### src/hw/rtl/ffha_pkg.sv
// ----------------------------------------------------------------------------
// First-fit heap allocator package
// Shared constants, codes and types for the allocator controller and datapath.
// ----------------------------------------------------------------------------
package ffha_pkg;

   localparam int MAX_BLOCKS     = 64;
   localparam int HEAP_BYTES_MAX = 1048576;
   localparam int IDX_W          = $clog2(MAX_BLOCKS);
   localparam int CNT_W          = $clog2(MAX_BLOCKS + 1);
   localparam int PAY_W          = $clog2(HEAP_BYTES_MAX + 1);
   localparam int SIZE_W         = 21;
   localparam int ADDR_W         = 32;
   localparam int HDR_W          = 7;
   localparam int HDRR_W         = HDR_W + 1;
   localparam int OP_W           = 2;
   localparam int STS_W          = 2;
   localparam int CSR_IDX_W      = 2;
   localparam int CSR_DATA_W     = 32;
   localparam int HEAP_W         = 21;

   localparam logic [OP_W-1:0] OP_ALLOC = 2'd0;
   localparam logic [OP_W-1:0] OP_FREE  = 2'd1;
   localparam logic [OP_W-1:0] OP_INIT  = 2'd2;

   localparam logic [STS_W-1:0] STS_OK        = 2'd0;
   localparam logic [STS_W-1:0] STS_ZERO_SIZE = 2'd1;
   localparam logic [STS_W-1:0] STS_NO_FIT    = 2'd2;
   localparam logic [STS_W-1:0] STS_BAD_ADDR  = 2'd3;

   localparam logic [CSR_IDX_W-1:0] CSR_HEAP_BASE    = 2'd0;
   localparam logic [CSR_IDX_W-1:0] CSR_HEAP_BYTES   = 2'd1;
   localparam logic [CSR_IDX_W-1:0] CSR_HEADER_BYTES = 2'd2;

   typedef struct packed {
      logic [PAY_W-1:0] offset;
      logic [PAY_W-1:0] payload;
      logic             is_free;
   } blk_type;

   typedef enum logic [4:0] {
      CMD_NONE,
      CMD_CAPTURE,
      CMD_INIT,
      CMD_RES_ZERO,
      CMD_RES_OK,
      CMD_SCAN_START,
      CMD_READ,
      CMD_SCAN_NEXT,
      CMD_SCAN_MISS,
      CMD_TAKE_WHOLE,
      CMD_SPLIT_START,
      CMD_SHIFT_READ,
      CMD_SHIFT_WRITE,
      CMD_SPLIT_NEW,
      CMD_SPLIT_OLD,
      CMD_FREE_START,
      CMD_MERGE_STEP,
      CMD_MERGE_END
   } dp_cmd_type;

   typedef struct packed {
      logic [OP_W-1:0] op;
      logic            req_zero;
      logic            scan_end;
      logic            hit;
      logic            split_ok;
      logic            shift_done;
   } dp_status_type;

   function automatic logic [PAY_W-1:0] sat_heap(input logic [PAY_W+1:0] v);
      logic [PAY_W-1:0] r;
      if (v > (PAY_W+2)'(HEAP_BYTES_MAX)) begin
         r = PAY_W'(HEAP_BYTES_MAX);
      end else begin
         r = v[PAY_W-1:0];
      end
      return r;
   endfunction

endpackage

### src/hw/rtl/ffha_ctrl.sv
// ----------------------------------------------------------------------------
// First-fit heap allocator controller
// Sequences scan, split, shift and merge passes over the block table.
// ----------------------------------------------------------------------------
module ffha_ctrl (
   input  logic                   clock,
   input  logic                   reset,
   input  logic                   req_valid,
   output logic                   req_ready,
   output logic                   rsp_valid,
   input  logic                   rsp_ready,
   input  ffha_pkg::dp_status_type dp_sts,
   output ffha_pkg::dp_cmd_type   dp_cmd
);

   typedef enum logic [3:0] {
      S_INIT,
      S_IDLE,
      S_DISPATCH,
      S_SCAN_RD,
      S_SCAN_CHK,
      S_SHIFT_RD,
      S_SHIFT_WR,
      S_SPLIT_NEW,
      S_SPLIT_OLD,
      S_MRG_RD,
      S_MRG_ACC,
      S_OUT
   } state_type;

   state_type state_ff;
   state_type state_in;

   always_ff @(posedge clock) begin
      if (reset) begin
         state_ff <= S_INIT;
      end else begin
         state_ff <= state_in;
      end
   end

   assign req_ready = (state_ff == S_IDLE);
   assign rsp_valid = (state_ff == S_OUT);

   always_comb begin
      state_in = state_ff;
      dp_cmd   = ffha_pkg::CMD_NONE;
      case (state_ff)
         S_INIT: begin
            dp_cmd   = ffha_pkg::CMD_INIT;
            state_in = S_IDLE;
         end
         S_IDLE: begin
            if (req_valid) begin
               dp_cmd   = ffha_pkg::CMD_CAPTURE;
               state_in = S_DISPATCH;
            end
         end
         S_DISPATCH: begin
            case (dp_sts.op)
               ffha_pkg::OP_ALLOC: begin
                  if (dp_sts.req_zero) begin
                     dp_cmd   = ffha_pkg::CMD_RES_ZERO;
                     state_in = S_OUT;
                  end else begin
                     dp_cmd   = ffha_pkg::CMD_SCAN_START;
                     state_in = S_SCAN_RD;
                  end
               end
               ffha_pkg::OP_FREE: begin
                  dp_cmd   = ffha_pkg::CMD_SCAN_START;
                  state_in = S_SCAN_RD;
               end
               ffha_pkg::OP_INIT: begin
                  dp_cmd   = ffha_pkg::CMD_INIT;
                  state_in = S_OUT;
               end
               default: begin
                  dp_cmd   = ffha_pkg::CMD_RES_OK;
                  state_in = S_OUT;
               end
            endcase
         end
         S_SCAN_RD: begin
            if (dp_sts.scan_end) begin
               dp_cmd   = ffha_pkg::CMD_SCAN_MISS;
               state_in = S_OUT;
            end else begin
               dp_cmd   = ffha_pkg::CMD_READ;
               state_in = S_SCAN_CHK;
            end
         end
         S_SCAN_CHK: begin
            if (!dp_sts.hit) begin
               dp_cmd   = ffha_pkg::CMD_SCAN_NEXT;
               state_in = S_SCAN_RD;
            end else if (dp_sts.op == ffha_pkg::OP_FREE) begin
               dp_cmd   = ffha_pkg::CMD_FREE_START;
               state_in = S_MRG_RD;
            end else if (dp_sts.split_ok) begin
               dp_cmd   = ffha_pkg::CMD_SPLIT_START;
               state_in = S_SHIFT_RD;
            end else begin
               dp_cmd   = ffha_pkg::CMD_TAKE_WHOLE;
               state_in = S_OUT;
            end
         end
         S_SHIFT_RD: begin
            if (dp_sts.shift_done) begin
               state_in = S_SPLIT_NEW;
            end else begin
               dp_cmd   = ffha_pkg::CMD_SHIFT_READ;
               state_in = S_SHIFT_WR;
            end
         end
         S_SHIFT_WR: begin
            dp_cmd   = ffha_pkg::CMD_SHIFT_WRITE;
            state_in = S_SHIFT_RD;
         end
         S_SPLIT_NEW: begin
            dp_cmd   = ffha_pkg::CMD_SPLIT_NEW;
            state_in = S_SPLIT_OLD;
         end
         S_SPLIT_OLD: begin
            dp_cmd   = ffha_pkg::CMD_SPLIT_OLD;
            state_in = S_OUT;
         end
         S_MRG_RD: begin
            if (dp_sts.scan_end) begin
               dp_cmd   = ffha_pkg::CMD_MERGE_END;
               state_in = S_OUT;
            end else begin
               dp_cmd   = ffha_pkg::CMD_READ;
               state_in = S_MRG_ACC;
            end
         end
         S_MRG_ACC: begin
            dp_cmd   = ffha_pkg::CMD_MERGE_STEP;
            state_in = S_MRG_RD;
         end
         S_OUT: begin
            if (rsp_ready) begin
               state_in = S_IDLE;
            end
         end
         default: begin
            state_in = S_INIT;
         end
      endcase
   end

endmodule

### src/hw/rtl/ffha_datapath.sv
// ----------------------------------------------------------------------------
// First-fit heap allocator datapath
// Block table memory, configuration registers and the size and address math.
// ----------------------------------------------------------------------------
module ffha_datapath (
   input  logic                              clock,
   input  logic                              reset,
   input  logic                              csr_we,
   input  logic [ffha_pkg::CSR_IDX_W-1:0]    csr_index,
   input  logic [ffha_pkg::CSR_DATA_W-1:0]   csr_wdata,
   input  logic [ffha_pkg::OP_W-1:0]         req_op,
   input  logic [ffha_pkg::SIZE_W-1:0]       req_size,
   input  logic [ffha_pkg::ADDR_W-1:0]       req_release_address,
   input  ffha_pkg::dp_cmd_type              dp_cmd,
   output ffha_pkg::dp_status_type           dp_sts,
   output logic [ffha_pkg::STS_W-1:0]        res_status,
   output logic [ffha_pkg::ADDR_W-1:0]       res_address
);

   localparam int PW = ffha_pkg::PAY_W;
   localparam int CW = ffha_pkg::CNT_W;
   localparam int IW = ffha_pkg::IDX_W;

   ffha_pkg::blk_type mem [ffha_pkg::MAX_BLOCKS];

   logic [ffha_pkg::ADDR_W-1:0]  base_ff;
   logic [ffha_pkg::HEAP_W-1:0]  bytes_ff;
   logic [ffha_pkg::HDR_W-1:0]   hdr_ff;
   logic [ffha_pkg::OP_W-1:0]    op_ff, op_in;
   logic [ffha_pkg::SIZE_W-1:0]  size_ff, size_in;
   logic [ffha_pkg::ADDR_W-1:0]  rel_ff, rel_in;
   logic [CW-1:0]                count_ff, count_in;
   logic [CW-1:0]                idx_ff, idx_in;
   logic [IW-1:0]                k_ff, k_in;
   logic [IW-1:0]                w_ff, w_in;
   ffha_pkg::blk_type            rd_ff;
   ffha_pkg::blk_type            hold_ff, hold_in;
   ffha_pkg::blk_type            pend_ff, pend_in;
   logic [ffha_pkg::STS_W-1:0]   sts_ff, sts_in;
   logic [ffha_pkg::ADDR_W-1:0]  addr_ff, addr_in;

   logic                         we;
   logic [IW-1:0]                wa;
   ffha_pkg::blk_type            wd;
   logic                         re;
   logic [IW-1:0]                ra;

   logic [ffha_pkg::HDRR_W-1:0]  hsum;
   logic [ffha_pkg::HDRR_W-1:0]  h;
   logic [PW-1:0]                total;
   logic [PW-1:0]                init_pay;
   logic [ffha_pkg::SIZE_W:0]    rsize;
   logic [PW+1:0]                need;
   logic                         hit_alloc;
   logic                         hit_free;
   logic [ffha_pkg::ADDR_W-1:0]  rd_addr;
   logic [ffha_pkg::ADDR_W-1:0]  hold_addr;
   logic [PW-1:0]                new_off;
   logic [PW+1:0]                new_pay_w;
   logic [CW-1:0]                idx_m1;
   ffha_pkg::blk_type            e_in;
   logic                         join_ok;
   logic [PW-1:0]                join_pay;

   always_ff @(posedge clock) begin
      if (reset) begin
         base_ff  <= '0;
         bytes_ff <= ffha_pkg::HEAP_W'(ffha_pkg::HEAP_BYTES_MAX);
         hdr_ff   <= ffha_pkg::HDR_W'(24);
      end else if (csr_we) begin
         case (csr_index)
            ffha_pkg::CSR_HEAP_BASE:    base_ff  <= csr_wdata;
            ffha_pkg::CSR_HEAP_BYTES:   bytes_ff <= csr_wdata[ffha_pkg::HEAP_W-1:0];
            ffha_pkg::CSR_HEADER_BYTES: hdr_ff   <= csr_wdata[ffha_pkg::HDR_W-1:0];
            default: begin
            end
         endcase
      end
   end

   assign hsum = {1'b0, hdr_ff} + ffha_pkg::HDRR_W'(7);
   assign h    = {hsum[ffha_pkg::HDRR_W-1:3], 3'b000};

   assign total    = (bytes_ff > ffha_pkg::HEAP_W'(ffha_pkg::HEAP_BYTES_MAX)) ?
                     PW'(ffha_pkg::HEAP_BYTES_MAX) : PW'(bytes_ff);
   assign init_pay = (total > PW'(h)) ? total - PW'(h) : '0;

   always_comb begin
      rsize = {1'b0, size_ff} + (ffha_pkg::SIZE_W+1)'(7);
      rsize[2:0] = 3'b000;
   end

   assign need      = (PW+2)'(rsize) + (PW+2)'(h) + (PW+2)'(8);
   assign hit_alloc = rd_ff.is_free && ((PW+2)'(rd_ff.payload) >= (PW+2)'(rsize));
   assign rd_addr   = base_ff + ffha_pkg::ADDR_W'(rd_ff.offset) + ffha_pkg::ADDR_W'(h);
   assign hold_addr = base_ff + ffha_pkg::ADDR_W'(hold_ff.offset) + ffha_pkg::ADDR_W'(h);
   assign hit_free  = (rd_addr == rel_ff);

   assign new_off   = ffha_pkg::sat_heap((PW+2)'(hold_ff.offset) + (PW+2)'(h) +
                                         (PW+2)'(rsize));
   assign new_pay_w = (PW+2)'(hold_ff.payload) - (PW+2)'(rsize) - (PW+2)'(h);
   assign idx_m1    = idx_ff - CW'(1);

   always_comb begin
      e_in = rd_ff;
      if (idx_ff == CW'(k_ff)) begin
         e_in.is_free = 1'b1;
      end
   end

   assign join_ok  = pend_ff.is_free && e_in.is_free;
   assign join_pay = ffha_pkg::sat_heap((PW+2)'(pend_ff.payload) + (PW+2)'(h) +
                                        (PW+2)'(e_in.payload));

   assign dp_sts.op         = op_ff;
   assign dp_sts.req_zero   = (size_ff == '0);
   assign dp_sts.scan_end   = (idx_ff == count_ff);
   assign dp_sts.hit        = (op_ff == ffha_pkg::OP_FREE) ? hit_free : hit_alloc;
   assign dp_sts.split_ok   = ((PW+2)'(rd_ff.payload) >= need) &&
                              (count_ff < CW'(ffha_pkg::MAX_BLOCKS));
   assign dp_sts.shift_done = (idx_ff == CW'(k_ff) + CW'(1));

   always_comb begin
      op_in    = op_ff;
      size_in  = size_ff;
      rel_in   = rel_ff;
      count_in = count_ff;
      idx_in   = idx_ff;
      k_in     = k_ff;
      w_in     = w_ff;
      hold_in  = hold_ff;
      pend_in  = pend_ff;
      sts_in   = sts_ff;
      addr_in  = addr_ff;
      we       = 1'b0;
      wa       = idx_ff[IW-1:0];
      wd       = rd_ff;
      re       = 1'b0;
      ra       = idx_ff[IW-1:0];
      case (dp_cmd)
         ffha_pkg::CMD_CAPTURE: begin
            op_in   = req_op;
            size_in = req_size;
            rel_in  = req_release_address;
         end
         ffha_pkg::CMD_INIT: begin
            we         = 1'b1;
            wa         = '0;
            wd.offset  = '0;
            wd.payload = init_pay;
            wd.is_free = 1'b1;
            count_in   = CW'(1);
            sts_in     = ffha_pkg::STS_OK;
            addr_in    = '0;
         end
         ffha_pkg::CMD_RES_ZERO: begin
            sts_in  = ffha_pkg::STS_ZERO_SIZE;
            addr_in = '0;
         end
         ffha_pkg::CMD_RES_OK: begin
            sts_in  = ffha_pkg::STS_OK;
            addr_in = '0;
         end
         ffha_pkg::CMD_SCAN_START: begin
            idx_in = '0;
         end
         ffha_pkg::CMD_READ: begin
            re = 1'b1;
         end
         ffha_pkg::CMD_SCAN_NEXT: begin
            idx_in = idx_ff + CW'(1);
         end
         ffha_pkg::CMD_SCAN_MISS: begin
            addr_in = '0;
            if (op_ff == ffha_pkg::OP_FREE) begin
               sts_in = (rel_ff == '0) ? ffha_pkg::STS_OK : ffha_pkg::STS_BAD_ADDR;
            end else begin
               sts_in = ffha_pkg::STS_NO_FIT;
            end
         end
         ffha_pkg::CMD_TAKE_WHOLE: begin
            we         = 1'b1;
            wd.is_free = 1'b0;
            sts_in     = ffha_pkg::STS_OK;
            addr_in    = rd_addr;
         end
         ffha_pkg::CMD_SPLIT_START: begin
            k_in    = idx_ff[IW-1:0];
            hold_in = rd_ff;
            idx_in  = count_ff;
         end
         ffha_pkg::CMD_SHIFT_READ: begin
            re = 1'b1;
            ra = idx_m1[IW-1:0];
         end
         ffha_pkg::CMD_SHIFT_WRITE: begin
            we     = 1'b1;
            idx_in = idx_m1;
         end
         ffha_pkg::CMD_SPLIT_NEW: begin
            we         = 1'b1;
            wa         = k_ff + IW'(1);
            wd.offset  = new_off;
            wd.payload = new_pay_w[PW-1:0];
            wd.is_free = 1'b1;
         end
         ffha_pkg::CMD_SPLIT_OLD: begin
            we         = 1'b1;
            wa         = k_ff;
            wd.offset  = hold_ff.offset;
            wd.payload = rsize[PW-1:0];
            wd.is_free = 1'b0;
            count_in   = count_ff + CW'(1);
            sts_in     = ffha_pkg::STS_OK;
            addr_in    = hold_addr;
         end
         ffha_pkg::CMD_FREE_START: begin
            k_in   = idx_ff[IW-1:0];
            idx_in = '0;
            w_in   = '0;
         end
         ffha_pkg::CMD_MERGE_STEP: begin
            idx_in = idx_ff + CW'(1);
            if (idx_ff == '0) begin
               pend_in = e_in;
            end else if (join_ok) begin
               pend_in.payload = join_pay;
            end else begin
               we      = 1'b1;
               wa      = w_ff;
               wd      = pend_ff;
               w_in    = w_ff + IW'(1);
               pend_in = e_in;
            end
         end
         ffha_pkg::CMD_MERGE_END: begin
            we       = 1'b1;
            wa       = w_ff;
            wd       = pend_ff;
            count_in = CW'(w_ff) + CW'(1);
            sts_in   = ffha_pkg::STS_OK;
            addr_in  = '0;
         end
         default: begin
         end
      endcase
   end

   always_ff @(posedge clock) begin
      if (reset) begin
         count_ff <= CW'(1);
         idx_ff   <= '0;
         k_ff     <= '0;
         w_ff     <= '0;
         op_ff    <= ffha_pkg::OP_INIT;
      end else begin
         count_ff <= count_in;
         idx_ff   <= idx_in;
         k_ff     <= k_in;
         w_ff     <= w_in;
         op_ff    <= op_in;
      end
      size_ff <= size_in;
      rel_ff  <= rel_in;
      hold_ff <= hold_in;
      pend_ff <= pend_in;
      sts_ff  <= sts_in;
      addr_ff <= addr_in;
   end

   always_ff @(posedge clock) begin
      if (we) begin
         mem[wa] <= wd;
      end
      if (re) begin
         rd_ff <= mem[ra];
      end
   end

   assign res_status  = sts_ff;
   assign res_address = addr_ff;

endmodule

### src/hw/rtl/first_fit_heap_allocator_core.sv
// An allocate scans the blocks in order and, on a split, moves each later table entry up by one.
// A free scans the blocks for the release address and then runs a merge pass over the whole table.
// One request is handled at a time; the next is taken after the response word leaves.
// Reset restores the configuration registers, then the single free block is written into the table.
// ----------------------------------------------------------------------------
// First-fit heap allocator core
// Stream front end joining the allocator controller and its datapath.
// ----------------------------------------------------------------------------
module first_fit_heap_allocator_core (
   input  logic                            clock,
   input  logic                            reset,
   input  logic                            csr_we,
   input  logic [ffha_pkg::CSR_IDX_W-1:0]  csr_index,
   input  logic [ffha_pkg::CSR_DATA_W-1:0] csr_wdata,
   input  logic                            req_tvalid,
   output logic                            req_tready,
   // op [1:0], req_size [22:2], release_address [54:23], zero fill [55]
   input  logic [55:0]                     req_tdata,
   output logic                            rsp_tvalid,
   input  logic                            rsp_tready,
   // status [1:0], payload_address [33:2], zero fill [39:34]
   output logic [39:0]                     rsp_tdata
);

   ffha_pkg::dp_cmd_type            dp_cmd;
   ffha_pkg::dp_status_type         dp_sts;
   logic [ffha_pkg::STS_W-1:0]      res_status;
   logic [ffha_pkg::ADDR_W-1:0]     res_address;

   ffha_ctrl u_ctrl (
      .clock     (clock),
      .reset     (reset),
      .req_valid (req_tvalid),
      .req_ready (req_tready),
      .rsp_valid (rsp_tvalid),
      .rsp_ready (rsp_tready),
      .dp_sts    (dp_sts),
      .dp_cmd    (dp_cmd)
   );

   ffha_datapath u_dp (
      .clock               (clock),
      .reset               (reset),
      .csr_we              (csr_we),
      .csr_index           (csr_index),
      .csr_wdata           (csr_wdata),
      .req_op              (req_tdata[1:0]),
      .req_size            (req_tdata[22:2]),
      .req_release_address (req_tdata[54:23]),
      .dp_cmd              (dp_cmd),
      .dp_sts              (dp_sts),
      .res_status          (res_status),
      .res_address         (res_address)
   );

   assign rsp_tdata = {6'b0, res_address, res_status};

endmodule

### config.mk
export PLATFORM = sky130hd
export DESIGN_NAME = first_fit_heap_allocator_core
export DESIGN_NICKNAME = d
export VERILOG_FILES = /design/src/hw/rtl/ffha_pkg.sv /design/src/hw/rtl/ffha_ctrl.sv /design/src/hw/rtl/ffha_datapath.sv /design/src/hw/rtl/first_fit_heap_allocator_core.sv
export SDC_FILE = /design/constraint.sdc
export NUM_CORES = 2
export LEC_CHECK = 0
export BUFFER_PORTS_ARGS = -buffer_cell sky130_fd_sc_hd__buf_2
export CAP_MARGIN = 5
export CORE_MARGIN = 2
export CORE_UTILIZATION = 55
export DETAILED_ROUTE_END_ITERATION = 16
export GPL_TIMING_DRIVEN = 1
export HOLD_SLACK_MARGIN = 0.1
export PLACE_DENSITY = 0.82
export SLEW_MARGIN = 20
export SYNTH_ARGS = -nofsm -noshare
export SYNTH_HDL_FRONTEND = slang
export SYNTH_HIERARCHICAL = 1
export SYNTH_SLANG_ARGS = --single-unit
### constraint.sdc
create_clock -name clock -period 14.5 [get_ports clock]
set_input_delay 0.725 -clock clock [delete_from_list [all_inputs] [get_ports clock]]
set_output_delay 0.725 -clock clock [all_outputs]
set_load 0.02 [all_outputs]
==> summary.txt <==
Outcome
  • Outcome: complete, no violations

Finish
  • Synth-to-layout area growth: 12.5%
  • Fin area: ~140000 um2
  • Layout cells sized above 1: 25.0%
  • Commonest non-fill, non-tap cell in the layout: edfxtp_1
  • Fin nets: approximately 7300
  • Most frequent cells in the layout: edfxtp_1, mux4_2, clkbuf_16
  • Number of fill cells in the layout: about 15000
  • Final core occ: between 60% and 70%

Timing
  • Endpoints failing hold: 0
  • Final setup viols: 0
  • Final min period: 12.45 ns
  • Fmax: around 80 MHz
  • Setup total negative slack: 0 ns
  • Max_slew headroom: around a tenth
  • Max Clock Skew: around 0.13 ns
  • Slack of the critical path: around 2.1 ns
  • Period utilisation layout: between 80% and 90%
  • Worst-margin pin slew: approximately 1.3 ns
  • RSZ-0062 raised after global routing: false
  • Fin. max-slew vios: 0

Detailed routing
  • DR vias: 71505
  • Drt total wl: 370000 um
  • Iter 0 DRT Violations: 11020
  • DR DRC count: 0
  • Vias/cell: about 7.0
  • WL per Instance: approximately 36 um
  • DRT Pass-1 Iters: 10
  • Post-detailed-route count of antenna-violating nets: 0

Power
  • PD cells: 266 nW/um2
  • Leak: ~0.048 uW
  • Final total power: 38300 uW
  • VDD IR max: 0.402 mV

Clock tree
  • Post-CTS sizing: 0
  • Clk sinks: 3059
  • Clock buffer depth: 4
  • Root Buffer: clkbuf_16
  • Clk Latency, worst-skew pair: 1.00 ns
  • CTS buffer count: between 300 and 400
  • CTS tree: yes
  • # H-tree levels: 5
  • Clock-pin slew on the worst setup and hold paths: ~0.07 ns

Floorplanning
  • Top Ports: between 100 and 150
  • Die extent in x: a little under 500 um
  • Initial Util: a little under three fifths
  • Die height: just under 500 um
  • Rows: roughly 180
  • Die Area: 237000 um2
  • Core ar.: between 200000 and 250000 um2

Placed design
  • Gp weighted congestion: 0.915
  • Hpwl dp: just under 200000 um
  • Port Buffers: 129
  • Placement Cell Area: between 100000 and 150000 um2
  • Placement Setup Slack: 2.45 ns

Worst setup path
  • CP Data Required Time: about 15 ns
  • Setup CP Type: reg2reg
  • Crit end category: flip-flop
  • Reg-to-reg slack, setup: between 2 and 2.5 ns
  • R2R Path End: u_dp/mem[14][19]$_DFFE_PP_
  • Reg-to-reg startpoint: u_dp/hdr_ff[2]$_SDFFE_PP0P_
  • CP arrival: around 13 ns
  • CP max stage cell: nor2_4
  • CP peak stage delay: ~0.84 ns
  • R2R depth: 29
  • Critical path fanouts, max: 26
  • Crit path launch type: flip-flop

Logic synthesis
  • EDFF count, synth: just under 3000
  • Synth cell types: 93
  • Yosys reg bits: a little over 3000
  • Asr flop ratio synth: 0%
  • Top_reg_cell synth: edfxtp_1
  • Seq/Total Area, Yosys: 71.0%
  • Mapped Avg Cell Area: 19.4 um2
  • Synth Instances: approximately 6600
  • Mapped Area: roughly 130000 um2
  • Ys Warns: 6

Hold path
  • Worst Hold Class: in2reg
  • Hold wc startpoint: csr_wdata[17]
  • Hold Path End: u_dp/base_ff[17]$_SDFFE_PP0P_
  • Hold path cells: 3

Job
  • Max cap viols: 0

Global route
  • Grt total ovfl: 0
  • Largest net degree at the start of global routing: approximately 150
  • Initial antenna violation count: 32
  • Global-route wire length before repair: 527000 um
  • Gr usage total: a little under a third
  • Vias in the first global route: just over 70000
==> area by class of cell <==
| class | instances | area [um2] | share of cell area (%) |
|---|---|---|---|
| diodes | 15 | 37.5 | 0.0261 |
| clock buffers | 369 | 8150 | 5.66 |
| clock inverters | 165 | 1340 | 0.929 |
| inverters | 176 | 662 | 0.459 |
| multi-input cells | 3043 | 36200 | 25.1 |
| flip-flops and latches | 3059 | 90900 | 63.1 |
| well taps | 3043 | 3810 | 2.64 |
| repair buffers | 382 | 2920 | 2.02 |
==> cells by family after synthesis <==
| logic type | synth area share [%] |
|---|---|
| DFF | 71.0 |
| and+or+nand+nor | 3.48 |
| muxes | 16.1 |
| AOI/OAI and AO/OA | 3.78 |
| buffers and inverters | 1.59 |
| adders and majority gates | 2.76 |
| xor gates and xnor gates | 1.29 |
| other | 0.00293 |
==> where the power goes <==
group	internal (uW)	total, uW	switching, uW
Combinational	5000	15700	10700
Clock	4360	7750	3390
Sequential	14500	14900	372
==> stage by stage <==
| step | hold WS, ns | std cells |
|---|---|---|
| CTS | 0.101 | 10235 |
| floorplan | 0.436 | 6614 |
| finish | 0.148 | 10252 |
| global route | 0.128 | 10240 |
| global placement | 0.452 | 9632 |
| detailed placement | 0.454 | 9633 |
==> metal layers <==
layer	up-vias	global-route usage [%]	routed length (um)
met4	18	13.9	19600
met3	1151	6.11	41700
met5	-	0	126
li1	27939	-	-
met1	36777	40.7	126000
met2	5620	51.4	182000
==> worst max-delay path by stage <==
stage / from / endpoint / slack [ns]
6_report: u_dp/hdr_ff[2]$_SDFFE_PP0P_ / u_dp/mem[14][19]$_DFFE_PP_ / 2.05
5_1_grt: u_dp/hdr_ff[2]$_SDFFE_PP0P_ / u_dp/mem[29][19]$_DFFE_PP_ / 1.41
4_1_cts: u_dp/hdr_ff[2]$_SDFFE_PP0P_ / u_dp/mem[29][19]$_DFFE_PP_ / 2.25
3_5_place_dp: u_dp/hdr_ff[1]$_SDFFE_PP0P_ / u_dp/mem[26][18]$_DFFE_PP_ / 2.45
3_3_place_gp: u_dp/hdr_ff[0]$_SDFFE_PP0P_ / u_dp/mem[11][35]$_DFFE_PP_ / 2.61
2_1_floorplan: u_dp/hdr_ff[0]$_SDFFE_PP0P_ / u_dp/mem[0][39]$_DFFE_PP_ / 3.98
==> registers in the layout (all words and copies together), names as in the netlist <==
register          cells
u_dp/e_in            42
u_dp/mem           2752
u_dp/k_ff             6
u_dp/count_ff         7
u_dp/res_address     32
u_dp/pend_ff         43
u_dp/bytes_ff        21
u_ctrl/state_ff       4
u_dp/res_status       2
u_dp/rd_ff            1
u_dp/hdr_ff           7
u_dp/idx_ff           7
u_dp/rel_ff          32
u_dp/hold_ff         42
u_dp/base_ff         32
u_dp/w_ff             6
u_dp/size_ff         21
u_dp/op_ff            2
==> worst max-delay path: cells and delay by family, from the launching register on <==
kind / cells / cell delay, ns
buffers and inverters: 3 / 1.00
and+or+nand+nor: 12 / 5.34
DFF: 1 / 0.33
AOI/OAI and AO/OA: 11 / 3.71
xor gates and xnor gates: 1 / 0.46
adders and majority gates: 2 / 1.19
==> cell usage after synthesis, types with 14 or more instances <==
library cell  count  area (um2)
a21oi_1         189         946
ha_1            232        2900
a21o_1           34         255
nor3_1           56         280
and2_1           17         106
inv_1           176         661
o21ai_0         126         631
or4_1            14         105
nand3_1          66         330
buf_2            49         245
o22ai_1          26         163
mux4_2          899       20200
dfxtp_1          92        1840
xnor2_1          97         850
a211oi_1         25         188
nand4_1          28         175
nor2b_1          35         219
a221oi_1         33         289
o21a_1           30         225
nor2_1          254         953
mux2i_1          29         290
fa_1             31         621
edfxtp_1       2967       89100
a31oi_1          35         219
nand2_1         300        1130
o31ai_1          17         128
xor2_1           84         736
buf_1            68         255
o211ai_1         16         120
clkbuf_1        206         773
nand2b_1         38         238
or3_1            16         100
nor4_1           30         188
a22o_1           22         193
and3_1           29         181
a221o_1          18         180
==> what timing repair did <==
item | CTS | global route
setup buffers | 0 | 0
hold buffers | 68 | 0
endpoints found under the hold margin | 68 | 0
endpoints found under the setup margin | 0 | 0
Power figures use the tool's default switching activity.
